`config.mk`:
```
export PLATFORM = sky130hd
export DESIGN_NAME = csv_field_tokenizer
export DESIGN_NICKNAME = d
export VERILOG_FILES = /design/src/hdl/csvt_pkg.sv /design/src/hdl/csvt_front.sv /design/src/hdl/csvt_fifo.sv /design/src/hdl/csvt_back.sv /design/src/hdl/csv_field_tokenizer.sv
export SDC_FILE = /design/constraint.sdc
export NUM_CORES = 1
export LEC_CHECK = 0
export BUFFER_PORTS_ARGS = -buffer_cell sky130_fd_sc_hd__buf_2
export CORE_ASPECT_RATIO = 1.5
export CORE_UTILIZATION = 40
export CTS_BUF_LIST = sky130_fd_sc_hd__clkbuf_8
export CTS_CLUSTER_SIZE = 40
export DETAILED_ROUTE_END_ITERATION = 8
export PLACE_DENSITY = 0.56
export SYNTH_ARGS = -nofsm -noshare
export SYNTH_HDL_FRONTEND = slang
export SYNTH_SLANG_ARGS = --single-unit
```
`constraint.sdc`:
```
create_clock -name clk -period 3.4 [get_ports clk]
set_clock_uncertainty 0.05 [all_clocks]
set_input_delay 0.17 -clock clk [delete_from_list [all_inputs] [get_ports clk]]
set_output_delay 0.17 -clock clk [all_outputs]
set_load 0.02 [all_outputs]
```
`src/hdl/csvt_pkg.sv`:
```
package csvt_pkg;

	localparam logic [7:0] CH_QUOTE = 8'h22;
	localparam logic [7:0] CH_CR = 8'h0D;
	localparam logic [7:0] CH_LF = 8'h0A;
	localparam logic [7:0] SEPARATOR_RESET = 8'd44;

	// depth of the queue between front and back, at least 2
	localparam int QUEUE_DEPTH_DEF = 4;

	typedef enum logic [1:0] {
		TK_CONTENT = 2'd0,
		TK_FIELD   = 2'd1,
		TK_ROW     = 2'd2,
		TK_END     = 2'd3
	} token_kind_t;

	// one queue entry: the token from the byte itself, then the optional
	// row flush and end marker that the last byte of a text adds
	typedef struct packed {
		logic        tok_v;
		token_kind_t tok_kind;
		logic [7:0]  tok_byte;
		logic        flush;
		logic        eot;
	} entry_t;

endpackage

```
`src/hdl/csvt_front.sv`:
```
module csvt_front (
	input  logic                clk,
	input  logic                arst_n,
	input  logic                separator_wr,
	input  logic [7:0]          separator,
	input  logic                accept,
	input  logic [7:0]          text_byte,
	input  logic                end_of_text,
	output logic                entry_push,
	output csvt_pkg::entry_t    entry
);

	logic [7:0] separator_q;
	logic       in_quotes_q;
	logic       quote_pending_q;
	logic       field_nonempty_q;
	logic       row_nonempty_q;

	logic in_quotes_n;
	logic quote_pending_n;
	logic field_nonempty_n;
	logic row_nonempty_n;
	logic use_outside;

	always_comb begin
		in_quotes_n      = in_quotes_q;
		quote_pending_n  = quote_pending_q;
		field_nonempty_n = field_nonempty_q;
		row_nonempty_n   = row_nonempty_q;
		use_outside      = 1'b0;
		entry.tok_v      = 1'b0;
		entry.tok_kind   = csvt_pkg::TK_CONTENT;
		entry.tok_byte   = 8'd0;
		entry.flush      = 1'b0;
		entry.eot        = end_of_text;

		priority if (quote_pending_q) begin
			quote_pending_n = 1'b0;
			if (text_byte == csvt_pkg::CH_QUOTE) begin
				entry.tok_v      = 1'b1;
				entry.tok_byte   = csvt_pkg::CH_QUOTE;
				field_nonempty_n = 1'b1;
			end else begin
				in_quotes_n = 1'b0;
				use_outside = 1'b1;
			end
		end else if (in_quotes_q) begin
			if (text_byte == csvt_pkg::CH_QUOTE) begin
				quote_pending_n = 1'b1;
			end else begin
				entry.tok_v      = 1'b1;
				entry.tok_byte   = text_byte;
				field_nonempty_n = 1'b1;
			end
		end else begin
			use_outside = 1'b1;
		end

		// quote beats separator, separator beats CR and LF
		if (use_outside) begin
			priority if (text_byte == csvt_pkg::CH_QUOTE) begin
				in_quotes_n = 1'b1;
			end else if (text_byte == separator_q) begin
				entry.tok_v      = 1'b1;
				entry.tok_kind   = csvt_pkg::TK_FIELD;
				field_nonempty_n = 1'b0;
				row_nonempty_n   = 1'b1;
			end else if (text_byte == csvt_pkg::CH_CR) begin
				entry.tok_v = 1'b0;
			end else if (text_byte == csvt_pkg::CH_LF) begin
				entry.tok_v      = 1'b1;
				entry.tok_kind   = csvt_pkg::TK_ROW;
				field_nonempty_n = 1'b0;
				row_nonempty_n   = 1'b0;
			end else begin
				entry.tok_v      = 1'b1;
				entry.tok_byte   = text_byte;
				field_nonempty_n = 1'b1;
			end
		end

		if (end_of_text) begin
			entry.flush      = field_nonempty_n | row_nonempty_n;
			in_quotes_n      = 1'b0;
			quote_pending_n  = 1'b0;
			field_nonempty_n = 1'b0;
			row_nonempty_n   = 1'b0;
		end
	end

	// drop bytes that yield no token
	assign entry_push = accept & (entry.tok_v | end_of_text);

	always_ff @(posedge clk or negedge arst_n) begin
		if (!arst_n) begin
			separator_q      <= csvt_pkg::SEPARATOR_RESET;
			in_quotes_q      <= 1'b0;
			quote_pending_q  <= 1'b0;
			field_nonempty_q <= 1'b0;
			row_nonempty_q   <= 1'b0;
		end else begin
			if (separator_wr) begin
				separator_q <= separator;
			end
			if (accept) begin
				in_quotes_q      <= in_quotes_n;
				quote_pending_q  <= quote_pending_n;
				field_nonempty_q <= field_nonempty_n;
				row_nonempty_q   <= row_nonempty_n;
			end
		end
	end

endmodule

```
`src/hdl/csvt_fifo.sv`:
```
module csvt_fifo #(
	parameter int DEPTH = csvt_pkg::QUEUE_DEPTH_DEF
) (
	input  logic             clk,
	input  logic             arst_n,
	input  logic             wr_en,
	input  csvt_pkg::entry_t wr_data,
	output logic             full,
	input  logic             rd_en,
	output csvt_pkg::entry_t rd_data,
	output logic             nonempty
);

	localparam int PTR_W = $clog2(DEPTH);
	localparam int CNT_W = $clog2(DEPTH + 1);

	csvt_pkg::entry_t mem_q [DEPTH];
	logic [PTR_W-1:0] wr_ptr_q;
	logic [PTR_W-1:0] rd_ptr_q;
	logic [CNT_W-1:0] count_q;

	logic do_wr;
	logic do_rd;

	assign full     = (count_q == CNT_W'(DEPTH));
	assign nonempty = (count_q != '0);
	assign do_wr    = wr_en & ~full;
	assign do_rd    = rd_en & nonempty;
	assign rd_data  = mem_q[rd_ptr_q];

	always_ff @(posedge clk) begin
		if (do_wr) begin
			mem_q[wr_ptr_q] <= wr_data;
		end
	end

	always_ff @(posedge clk or negedge arst_n) begin
		if (!arst_n) begin
			wr_ptr_q <= '0;
			rd_ptr_q <= '0;
			count_q  <= '0;
		end else begin
			if (do_wr) begin
				wr_ptr_q <= (wr_ptr_q == PTR_W'(DEPTH - 1)) ? '0 : wr_ptr_q + 1'b1;
			end
			if (do_rd) begin
				rd_ptr_q <= (rd_ptr_q == PTR_W'(DEPTH - 1)) ? '0 : rd_ptr_q + 1'b1;
			end
			if (do_wr && !do_rd) begin
				count_q <= count_q + 1'b1;
			end else if (do_rd && !do_wr) begin
				count_q <= count_q - 1'b1;
			end
		end
	end

endmodule

```
`src/hdl/csvt_back.sv`:
```
module csvt_back (
	input  logic             clk,
	input  logic             arst_n,
	input  logic             head_v,
	input  csvt_pkg::entry_t head,
	output logic             head_pop,
	output logic             empty,
	input  logic             pop,
	output logic [1:0]       token_kind,
	output logic [7:0]       content_byte,
	output logic             last_of_run
);

	typedef enum logic [2:0] {
		PH_TOK   = 3'b001,
		PH_FLUSH = 3'b010,
		PH_END   = 3'b100
	} phase_t;

	phase_t phase_q;
	phase_t phase_n;

	logic                  out_v_q;
	csvt_pkg::token_kind_t kind_q;
	logic [7:0]            byte_q;
	logic                  last_q;

	logic                  sel_tok;
	logic                  sel_flush;
	logic                  advance;
	csvt_pkg::token_kind_t cur_kind;
	logic [7:0]            cur_byte;
	logic                  cur_last;

	// pick the first token of the head entry still owed from the current phase
	always_comb begin
		sel_tok   = (phase_q == PH_TOK) && head.tok_v;
		sel_flush = !sel_tok && (phase_q != PH_END) && head.flush;
		priority if (sel_tok) begin
			cur_kind = head.tok_kind;
			cur_byte = head.tok_byte;
			cur_last = !head.flush && !head.eot;
			phase_n  = head.flush ? PH_FLUSH : PH_END;
		end else if (sel_flush) begin
			cur_kind = csvt_pkg::TK_ROW;
			cur_byte = 8'd0;
			cur_last = 1'b0;
			phase_n  = PH_END;
		end else begin
			cur_kind = csvt_pkg::TK_END;
			cur_byte = 8'd0;
			cur_last = 1'b1;
			phase_n  = PH_TOK;
		end
		if (cur_last) begin
			phase_n = PH_TOK;
		end
	end

	assign advance  = head_v && (!out_v_q || pop);
	assign head_pop = advance && cur_last;

	always_ff @(posedge clk or negedge arst_n) begin
		if (!arst_n) begin
			phase_q <= PH_TOK;
			out_v_q <= 1'b0;
		end else begin
			if (advance) begin
				phase_q <= phase_n;
				out_v_q <= 1'b1;
			end else if (pop) begin
				out_v_q <= 1'b0;
			end
		end
	end

	// hold the waiting result until its transfer
	always_ff @(posedge clk) begin
		if (advance) begin
			kind_q <= cur_kind;
			byte_q <= cur_byte;
			last_q <= cur_last;
		end
	end

	assign empty        = !out_v_q;
	assign token_kind   = kind_q;
	assign content_byte = byte_q;
	assign last_of_run  = last_q;

endmodule

```
`src/hdl/csv_field_tokenizer.sv`:
```
// CSV tokenizer: takes one text byte per cycle (push/full) and gives one token per cycle
// (empty/pop): content bytes, end of field, end of field and row, end of text. Quoted
// fields and doubled quotes follow RFC 4180, and CR outside quotes is dropped; separator_wr
// loads the separator (reset ','), to be written by the user only while the block is idle,
// which the block itself does not enforce. The tokens of an accepted byte pass through the
// queue and the registered output of the back end, which drains the queue one token per
// cycle while the consumer pops; the last byte of a text gives up to three tokens. Bytes
// that give no token (CR, quotes) are not queued unless they end a text. full rises only
// when the QUEUE_DEPTH-entry queue (at least 2) between classifier and token emitter fills
// because of a stalled consumer, or because final bytes, each adding up to two extra
// tokens, arrive in a burst faster than the back end drains them.
module csv_field_tokenizer #(
	parameter int QUEUE_DEPTH = csvt_pkg::QUEUE_DEPTH_DEF
) (
	input  logic       clk,
	input  logic       arst_n,
	input  logic       separator_wr,
	input  logic [7:0] separator,
	input  logic       push,
	output logic       full,
	input  logic [7:0] text_byte,
	input  logic       end_of_text,
	output logic       empty,
	input  logic       pop,
	output logic [1:0] token_kind,
	output logic [7:0] content_byte,
	output logic       last_of_run
);

	logic             accept;
	logic             entry_push;
	csvt_pkg::entry_t entry;
	logic             head_v;
	csvt_pkg::entry_t head;
	logic             head_pop;

	assign accept = push & ~full;

	csvt_front u_front (
		.clk          (clk),
		.arst_n       (arst_n),
		.separator_wr (separator_wr),
		.separator    (separator),
		.accept       (accept),
		.text_byte    (text_byte),
		.end_of_text  (end_of_text),
		.entry_push   (entry_push),
		.entry        (entry)
	);

	csvt_fifo #(
		.DEPTH (QUEUE_DEPTH)
	) u_fifo (
		.clk      (clk),
		.arst_n   (arst_n),
		.wr_en    (entry_push),
		.wr_data  (entry),
		.full     (full),
		.rd_en    (head_pop),
		.rd_data  (head),
		.nonempty (head_v)
	);

	csvt_back u_back (
		.clk          (clk),
		.arst_n       (arst_n),
		.head_v       (head_v),
		.head         (head),
		.head_pop     (head_pop),
		.empty        (empty),
		.pop          (pop),
		.token_kind   (token_kind),
		.content_byte (content_byte),
		.last_of_run  (last_of_run)
	);

`ifndef ASSERT_OFF
	a_end_is_last: assert property (@(posedge clk) disable iff (!arst_n)
		(!empty && token_kind == csvt_pkg::TK_END) |-> last_of_run)
		else $error("end-of-text token not marked last");

	a_byte_zero: assert property (@(posedge clk) disable iff (!arst_n)
		(!empty && token_kind != csvt_pkg::TK_CONTENT) |-> (content_byte == 8'd0))
		else $error("non-content token carries a byte");

	a_entry_nonempty: assert property (@(posedge clk) disable iff (!arst_n)
		entry_push |-> (entry.tok_v || entry.eot))
		else $error("queue entry with no token");
`endif

endmodule

```
=== Word-level counts from Yosys, hierarchy flattened ===
Memory sizes are Yosys's and may differ from the RTL's.
Index checks and enable logic that the tools add are counted.

* Bits in registers: 34
* Bits in latches: 0
* Bits in writable memories: 52
* ROM bits: 0
* Input port bits: 22
* Output and inout bits: 13
* Word-level logic and storage cells: 111
* Memories: 1

{| class="wikitable"
|+ Memory list
! name !! depth !! bits a word !! read ports !! clocked after memory_dff !! wr ports !! RTL line !! RTL
|-
| u_fifo.mem_q || 4 || 13 || 1 || 0 || 1 || csvt_fifo.sv:17 || <nowiki>csvt_pkg::entry_t mem_q [DEPTH];</nowiki>
|}

* $add $sub $neg: 4
* Multiply operators: 0
* Div/mod/pow operators: 0
* Magnitude comparators: 0
* Equality and inequality tests: 9
* Shift operators: 0
* Muxes and demuxes: 59
* Bitwise logic cells: 7
* Reductions and logical operators: 18

{| class="wikitable"
|+ Operators with widths
! kind !! count
|-
| 2-to-1 mux 8 bit || 5
|-
| 2-to-1 mux 1 bit || 39
|-
| 2-to-1 mux 11 bit || 2
|-
| 2-to-1 mux 3 bit || 7
|-
| == test 8 x 4 -> 1 bit, second input constant || 2
|-
| 2-to-1 mux 10 bit || 1
|-
| == test 8 x 6 -> 1 bit, second input constant || 1
|-
| == test 8 bit || 1
|-
| logical AND 1 bit || 8
|-
| 2-to-1 mux 2 bit || 4
|-
| logical NOT 1 bit || 6
|-
| 2-to-1 mux 6 bit || 1
|-
| adder 2 x 1 -> 2 bit, second input constant || 2
|-
| bitwise AND 1 bit || 4
|-
| == test 2 bit, second input constant || 2
|-
| nonzero test 2 bit || 2
|-
| adder 3 x 1 -> 3 bit, second input constant || 1
|-
| == test 3 x 1 -> 1 bit, second input constant || 1
|-
| == test 3 bit, second input constant || 1
|-
| != test 3 bit, second input constant || 1
|-
| nonzero test 3 bit || 1
|-
| subtractor 3 x 1 -> 3 bit, second input constant || 1
|-
| bitwise OR 1 bit || 2
|-
| logical OR 1 bit || 1
|-
| NOT 1 bit || 1
|}

=== Depth between registers and ports, before layout ===
* Depth after elaboration: 16
* Mapped depth: 11

=== Hierarchy ===
A second synthesis with hierarchy kept.

* Cell total of the unflattened synthesis: 257
* Area, all modules: 3903.7 µm²

{| class="wikitable"
|+ By module, submodules not included
! module !! instances !! cells each !! area an instance (µm²) !! seq. area each (µm²)
|-
| csvt_fifo || 1 || 105 || 2341.0 || 1736.7
|-
| csvt_front || 1 || 96 || 858.3 || 304.0
|-
| csvt_back || 1 || 55 || 690.7 || 431.7
|-
| csv_field_tokenizer || 1 || 1 || 13.8 || 0.0
|}

=== Worst setup path before layout ===
OpenSTA, ideal clock, no wires.

* Path type: flip-flop to flip-flop
* Start: reg u_front.separator_q[3]
* End: reg u_fifo.count_q[2]
* Setup time: 0.079 ns
* Data arrival time: 2.453 ns
* Required time: 3.271 ns
* Setup slack: 0.818 ns
* Cell stages (with the launch flop): 11
* Clock period less this slack: 2.582 ns
* Path through: dfstp_2 -> xor2_1 -> nor4_4 -> nand4_4 -> a31oi_4 -> ha_1 -> inv_1 -> fa_1 -> xor2_1 -> nor2_1 -> xor2_1

* Longest elaborated chain between the ends: 10

{| class="wikitable"
|+ RTL lines
! element !! RTL line !! RTL
|-
| start, declared || csvt_front.sv:13 || <nowiki>logic [7:0] separator_q;</nowiki>
|-
| start signal, assigned || csvt_front.sv:96 || <nowiki>separator_q <= csvt_pkg::SEPARATOR_RESET;</nowiki>
|-
| start signal, assigned || csvt_front.sv:103 || <nowiki>separator_q <= separator;</nowiki>
|-
| == test 8 bit * || csvt_front.sv:63 || <nowiki>end else if (text_byte == separator_q) begin</nowiki>
|-
| 2-to-1 mux 3 bit * || csvt_front.sv:63 ||
|-
| 2-to-1 mux 11 bit * || csvt_front.sv:61 || <nowiki>priority if (text_byte == csvt_pkg::CH_QUOTE) begin</nowiki>
|-
| 2-to-1 mux 11 bit * || csvt_front.sv:60 || <nowiki>if (use_outside) begin</nowiki>
|-
| bitwise OR 1 bit * || csvt_front.sv:92 || <nowiki>assign entry_push = accept & (entry.tok_v | end_of_text);</nowiki>
|-
| bitwise AND 1 bit * || csvt_front.sv:92 ||
|-
| bitwise AND 1 bit * || csvt_fifo.sv:27 || <nowiki>assign do_wr = wr_en & ~full;</nowiki>
|-
| named net u_fifo.do_wr || csvt_fifo.sv:22 || <nowiki>logic do_wr;</nowiki>
|-
| logical NOT 1 bit || csvt_fifo.sv:51 || <nowiki>end else if (do_rd && !do_wr) begin</nowiki>
|-
| logical AND 1 bit || csvt_fifo.sv:51 ||
|-
| nonzero test 2 bit (no line) || -- ||
|-
| end signal, assigned || csvt_fifo.sv:50 || <nowiki>count_q <= count_q + 1'b1;</nowiki>
|-
| end signal, assigned || csvt_fifo.sv:52 || <nowiki>count_q <= count_q - 1'b1;</nowiki>
|-
| end, declared || csvt_fifo.sv:20 || <nowiki>logic [CNT_W-1:0] count_q;</nowiki>
|}

Mark *: on every way through the listed nets, which the timed path passes. The rest lies on a longest branch.
A chain may end at the register's enable or synchronous reset.

=== Worst setup path after layout ===
Same ends and word-level chain as after synthesis.

==> metrics.txt <==
# TYPE chip_impl_metric gauge
chip_impl_metric{name="gr-usage-all-layers",unit=""} 0.1548
chip_impl_metric{name="clock_tree.buffer_depth",unit=""} 2
chip_impl_metric{name="start_util",unit=""} 0.4142
chip_impl_info{name="timing.critical_path.mode_cell",value="sky130_fd_sc_hd__xor2_1"} 1
chip_impl_metric{name="place.gp.congestion",unit=""} 0.8872
chip_impl_metric{name="intPower",unit="mW"} 2.213
chip_impl_metric{name="place.detailed.instances",unit=""} 391
chip_impl_metric{name="postPlaceCellArea",unit="um2"} 4160
chip_impl_metric{name="power.ir.vdd_worst",unit="V"} 0.0002903
chip_impl_info{name="crit-reg2reg-launch",value="u_front.separator_q[3]"} 1
chip_impl_info{name="worst-setup-path-type",value="flip-flop to flip-flop"} 1
chip_impl_metric{name="synth-seq-cells",unit=""} 86
chip_impl_metric{name="r2r_setup_slack",unit="ps"} 610
chip_impl_info{name="worst_hold_startpoint",value="end_of_text"} 1
chip_impl_info{name="post-synth-top-area-cell",value="sky130_fd_sc_hd__edfxtp_1"} 1
chip_impl_metric{name="die_x",unit="um"} 82.16
chip_impl_metric{name="synth_async_sr_flop_share",unit=""} 0.2674
chip_impl_info{name="post_synth_main_area_contributors",value="sky130_fd_sc_hd__edfxtp_1, sky130_fd_sc_hd__dfrtp_1, sky130_fd_sc_hd__mux4_2"} 1
chip_impl_metric{name="detailedRoute.firstIterationViolations",unit=""} 139
chip_impl_metric{name="standard_cell_row_count",unit=""} 43
chip_impl_metric{name="drc",unit=""} 0
chip_impl_info{name="cp-start-kind",value="flip-flop"} 1
chip_impl_metric{name="static-leakage-power",unit="nW"} 1.700
chip_impl_info{name="clock-root-buffer",value="sky130_fd_sc_hd__clkbuf_8"} 1
chip_impl_info{name="cpMaxStageDelayCell",value="sky130_fd_sc_hd__dfstp_2"} 1
chip_impl_metric{name="seq_power_share",unit=""} 0.480
chip_impl_metric{name="totalNegativeSetupSlack",unit="ps"} 0
chip_impl_metric{name="pwr_density_cell",unit="nW/um2"} 745.1
chip_impl_metric{name="dieHeight",unit="um"} 122.2
chip_impl_metric{name="worst-endpoint-arrival",unit="ps"} 3020
chip_impl_metric{name="synth_mux_area_frac",unit=""} 0.1149
chip_impl_info{name="clock_tree_from_tritoncts",value="yes"} 1
chip_impl_metric{name="critPathBufInv",unit=""} 1
chip_impl_metric{name="routed_wirelength",unit="um"} 6616
chip_impl_metric{name="clk_transition_reported_paths",unit="ps"} 80
chip_impl_metric{name="global_route.overflow_total",unit=""} 0
chip_impl_metric{name="worst_slew_pin_slew",unit="ps"} 724.3
chip_impl_info{name="yosys_most_used_dff",value="sky130_fd_sc_hd__edfxtp_1"} 1
chip_impl_metric{name="hpwlAfterDp",unit="um"} 4794
chip_impl_metric{name="ios",unit=""} 35
chip_impl_metric{name="synthDominantCellAreaShare",unit=""} 0.4907
chip_impl_info{name="path_cells",value="xor2_1 > nor4_4 > nand4_4 > a31oi_4 > ha_1 > inv_1 > fa_1 > xor2_1 > nor2_1 > xor2_1"} 1
chip_impl_info{name="r2r-end",value="u_fifo.count_q[2]"} 1
chip_impl_metric{name="antenna_violations_before_repair",unit=""} 0
chip_impl_info{name="synth_top_family_by_area",value="multiplexers"} 1
chip_impl_metric{name="nets",unit=""} 329
chip_impl_metric{name="combPwrFrac",unit=""} 0.333
chip_impl_info{name="hold_class",value="input port to flip-flop"} 1
chip_impl_metric{name="peak_clock_frequency_supported_by_timing",unit="MHz"} 358.7
chip_impl_metric{name="synth_cell_types",unit=""} 53
chip_impl_metric{name="power.switching",unit="mW"} 1.085
chip_impl_metric{name="final.hold.worst_slack",unit="ps"} 41.98
chip_impl_metric{name="numCtsBuffers",unit=""} 9
chip_impl_metric{name="wire_length_of_the_first_global_routing_pass",unit="um"} 11030
chip_impl_metric{name="mapped_area",unit="um2"} 3855
chip_impl_metric{name="detail-route-antenna-nets",unit=""} 0
chip_impl_metric{name="report.final.slew_viol_count",unit=""} 0
chip_impl_metric{name="design.die.area",unit="um2"} 10040
chip_impl_info{name="cp-end-kind",value="flip-flop"} 1
chip_impl_metric{name="detail_route.first_pass.iterations",unit=""} 4
chip_impl_metric{name="vias_per_cell",unit=""} 5.204
chip_impl_metric{name="final_cells",unit=""} 417
chip_impl_metric{name="maximum_number_of_pins_on_one_net_before_global_route_repair",unit=""} 24
chip_impl_metric{name="power.share.clock",unit=""} 0.187
chip_impl_metric{name="r2r_cells",unit=""} 10
chip_impl_metric{name="min_period",unit="ps"} 2788
chip_impl_metric{name="synth_simple_gate_area_frac",unit=""} 0.1065
chip_impl_metric{name="syn-num-nets",unit=""} 277
chip_impl_metric{name="drive_gt1_frac",unit=""} 0.2951
chip_impl_metric{name="post_synthesis_share_of_cell_area_spent_on_xor_and_xnor_gates",unit=""} 0.02499
chip_impl_metric{name="synth.yosys.seq_area_share",unit=""} 0.6414
chip_impl_info{name="rsz_0062_raised_after_global_routing",value="no"} 1
chip_impl_metric{name="core_area",unit="um2"} 9308
chip_impl_info{name="crit_family",value="simple AND/OR/NAND/NOR gates"} 1
chip_impl_metric{name="port-buffer-count",unit=""} 34
chip_impl_metric{name="maxCapViolCount",unit=""} 0
chip_impl_metric{name="layout.cell_area.non_filler",unit="um2"} 4427
chip_impl_metric{name="timing.critical_path.required",unit="ps"} 3630
chip_impl_metric{name="power_switching_share",unit=""} 0.3289
chip_impl_metric{name="hold_path_depth",unit=""} 2
chip_impl_metric{name="setup_violations",unit=""} 0
chip_impl_metric{name="synth_compound_area_frac",unit=""} 0.06589
chip_impl_metric{name="post_synth_edffs",unit=""} 63
chip_impl_metric{name="syn_to_final_growth",unit="%"} 14.83
chip_impl_info{name="timing.hold.worst_endpoint",value="u_front.row_nonempty_q"} 1
chip_impl_metric{name="clock-sinks",unit=""} 86
chip_impl_metric{name="min_period_over_period",unit=""} 0.8199
chip_impl_metric{name="relSlewSlack",unit=""} 0.5172
chip_impl_metric{name="num_vias",unit=""} 2170
chip_impl_metric{name="yosys_warnings",unit=""} 0
chip_impl_metric{name="cts.htree.levels",unit=""} 3
chip_impl_metric{name="largest_fanout_on_the_critical_path",unit=""} 7
chip_impl_metric{name="report.final.hold_viol_count",unit=""} 0
chip_impl_metric{name="synth_fa_ha_area_frac",unit=""} 0.02467
chip_impl_info{name="outcome",value="finished clean"} 1
chip_impl_metric{name="cts.repair_timing.setup_buffer_count",unit=""} 0
chip_impl_metric{name="grt_pass1_vias",unit=""} 2253
chip_impl_metric{name="post_dr_wirelength_cell",unit="um"} 15.87
chip_impl_metric{name="post_synth_inst_count",unit=""} 248
chip_impl_metric{name="largest_incremental_delay_on_the_critical_path",unit="ps"} 540
chip_impl_metric{name="antenna_cells",unit=""} 0
chip_impl_metric{name="synth.avg_cell_area",unit="um2"} 15.54
chip_impl_metric{name="clock_latency",unit="ps"} 350
power groups by stage:
stage	combinational, mW	sequential, mW	clock, mW
2_1_floorplan	0.780	1.63	0
3_3_place_gp	1.10	1.60	0
3_5_place_dp	1.10	1.61	0
4_1_cts	1.12	1.59	0.636
5_1_grt	1.23	1.62	0.675
6_report	1.10	1.58	0.616
per-stage QoR:
stage,power (mW),setup WS [ps],util
after floorplan,2.407,818.0,-
after global placement,2.705,677.8,0.4470
after detailed placement,2.716,602.2,0.4470
after CTS,3.345,595.2,0.4756
after global routing,3.527,392.8,0.4756
final,3.298,612.4,0.4756
cell usage after synthesis (2+ instances only):
library cell               number
sky130_fd_sc_hd__and3_1        11
sky130_fd_sc_hd__o21ai_1        5
sky130_fd_sc_hd__a22o_1         2
sky130_fd_sc_hd__edfxtp_1      63
sky130_fd_sc_hd__a21oi_1        6
sky130_fd_sc_hd__nor3_1         3
sky130_fd_sc_hd__dfrtp_1       19
sky130_fd_sc_hd__o22ai_1        2
sky130_fd_sc_hd__nand2_1       10
sky130_fd_sc_hd__dfstp_2        4
sky130_fd_sc_hd__mux2_4         2
sky130_fd_sc_hd__a21o_1         3
sky130_fd_sc_hd__a31oi_1        3
sky130_fd_sc_hd__ha_1           6
sky130_fd_sc_hd__xor2_1        10
sky130_fd_sc_hd__mux2_2        11
sky130_fd_sc_hd__and2_1         6
sky130_fd_sc_hd__nor2_1         9
sky130_fd_sc_hd__o21ai_0        3
sky130_fd_sc_hd__nor2b_1        8
sky130_fd_sc_hd__nor4_4         2
sky130_fd_sc_hd__mux4_2        11
sky130_fd_sc_hd__clkbuf_1       4
sky130_fd_sc_hd__mux2i_1        3
sky130_fd_sc_hd__nand2b_1       2
sky130_fd_sc_hd__inv_1         11
sky130_fd_sc_hd__or2_1          3
layout by cell type, fill, tap and decap left out, types with 8 or more instances in the layout:
cell                            synthesis  final
sky130_fd_sc_hd__edfxtp_1              63     63
sky130_fd_sc_hd__buf_2                  1     34
sky130_fd_sc_hd__dfrtp_1               19     19
sky130_fd_sc_hd__inv_1                 11     12
sky130_fd_sc_hd__and3_1                11     11
sky130_fd_sc_hd__mux4_2                11     11
sky130_fd_sc_hd__mux2_2                11     11
sky130_fd_sc_hd__xor2_1                10     10
sky130_fd_sc_hd__nand2_1               10     10
sky130_fd_sc_hd__dlygate4sd3_1          0     10
sky130_fd_sc_hd__nor2_1                 9      9
sky130_fd_sc_hd__clkbuf_8               0      9
sky130_fd_sc_hd__nor2b_1                8      8
per-layer routing:
metal,part of all wire,vias to the layer above,GRT usage
li1,-,1032,-
met1,0.40,1069,0.1737
met2,0.54,52,0.2645
met3,0.029,17,0.02677
met4,0.038,0,0.09978
met5,0,-,0
flip-flops by register name, summed over array words and instances (netlist names), 2 cells and up:
name / cells
u_fifo.mem_q: 52
u_back.content_byte: 8
u_front.separator_q: 8
u_back.phase_q: 3
u_fifo.count_q: 3
u_back.token_kind: 2
u_fifo.rd_ptr_q: 2
u_fifo.wr_ptr_q: 2
worst max path at each step:
stage	startpoint	to	slack, ps	depth (start not counted)
2_1_floorplan	u_front.separator_q[3]	u_fifo.count_q[2]	820	10
3_3_place_gp	u_front.separator_q[3]	u_fifo.count_q[2]	680	10
3_5_place_dp	u_front.separator_q[3]	u_fifo.count_q[2]	600	10
4_1_cts	u_front.separator_q[3]	u_fifo.count_q[2]	600	10
5_1_grt	u_front.separator_q[6]	u_fifo.count_q[2]	390	10
6_report	u_front.separator_q[3]	u_fifo.count_q[2]	610	10
logic make-up after synthesis:
group,count (synthesis)
flip-flops,86
AND/OR/NAND/NOR,64
AO/OA/AOI/OAI,33
multiplexers,28
buffers and inverters,19
XOR/XNOR,11
adder cells (fa/ha/maj),7
final cells by class:
| type | count | area (um2) |
|---|---|---|
| clock inverters | 7 | 42.54 |
| multi-input cells | 143 | 1299 |
| well taps | 112 | 140.1 |
| repair buffers | 49 | 307.8 |
| fillers | 833 | 4881 |
| inverters | 11 | 41.29 |
| flip-flops and latches | 86 | 2472 |
| clock buffers | 9 | 123.9 |
what timing repair did:
action                    4_1_cts  5_1_grt
hold endpoints to repair       28        0
hold buffers                   10        0
resized for setup               0        0
Note: power is estimated with default switching activity, not from simulation.
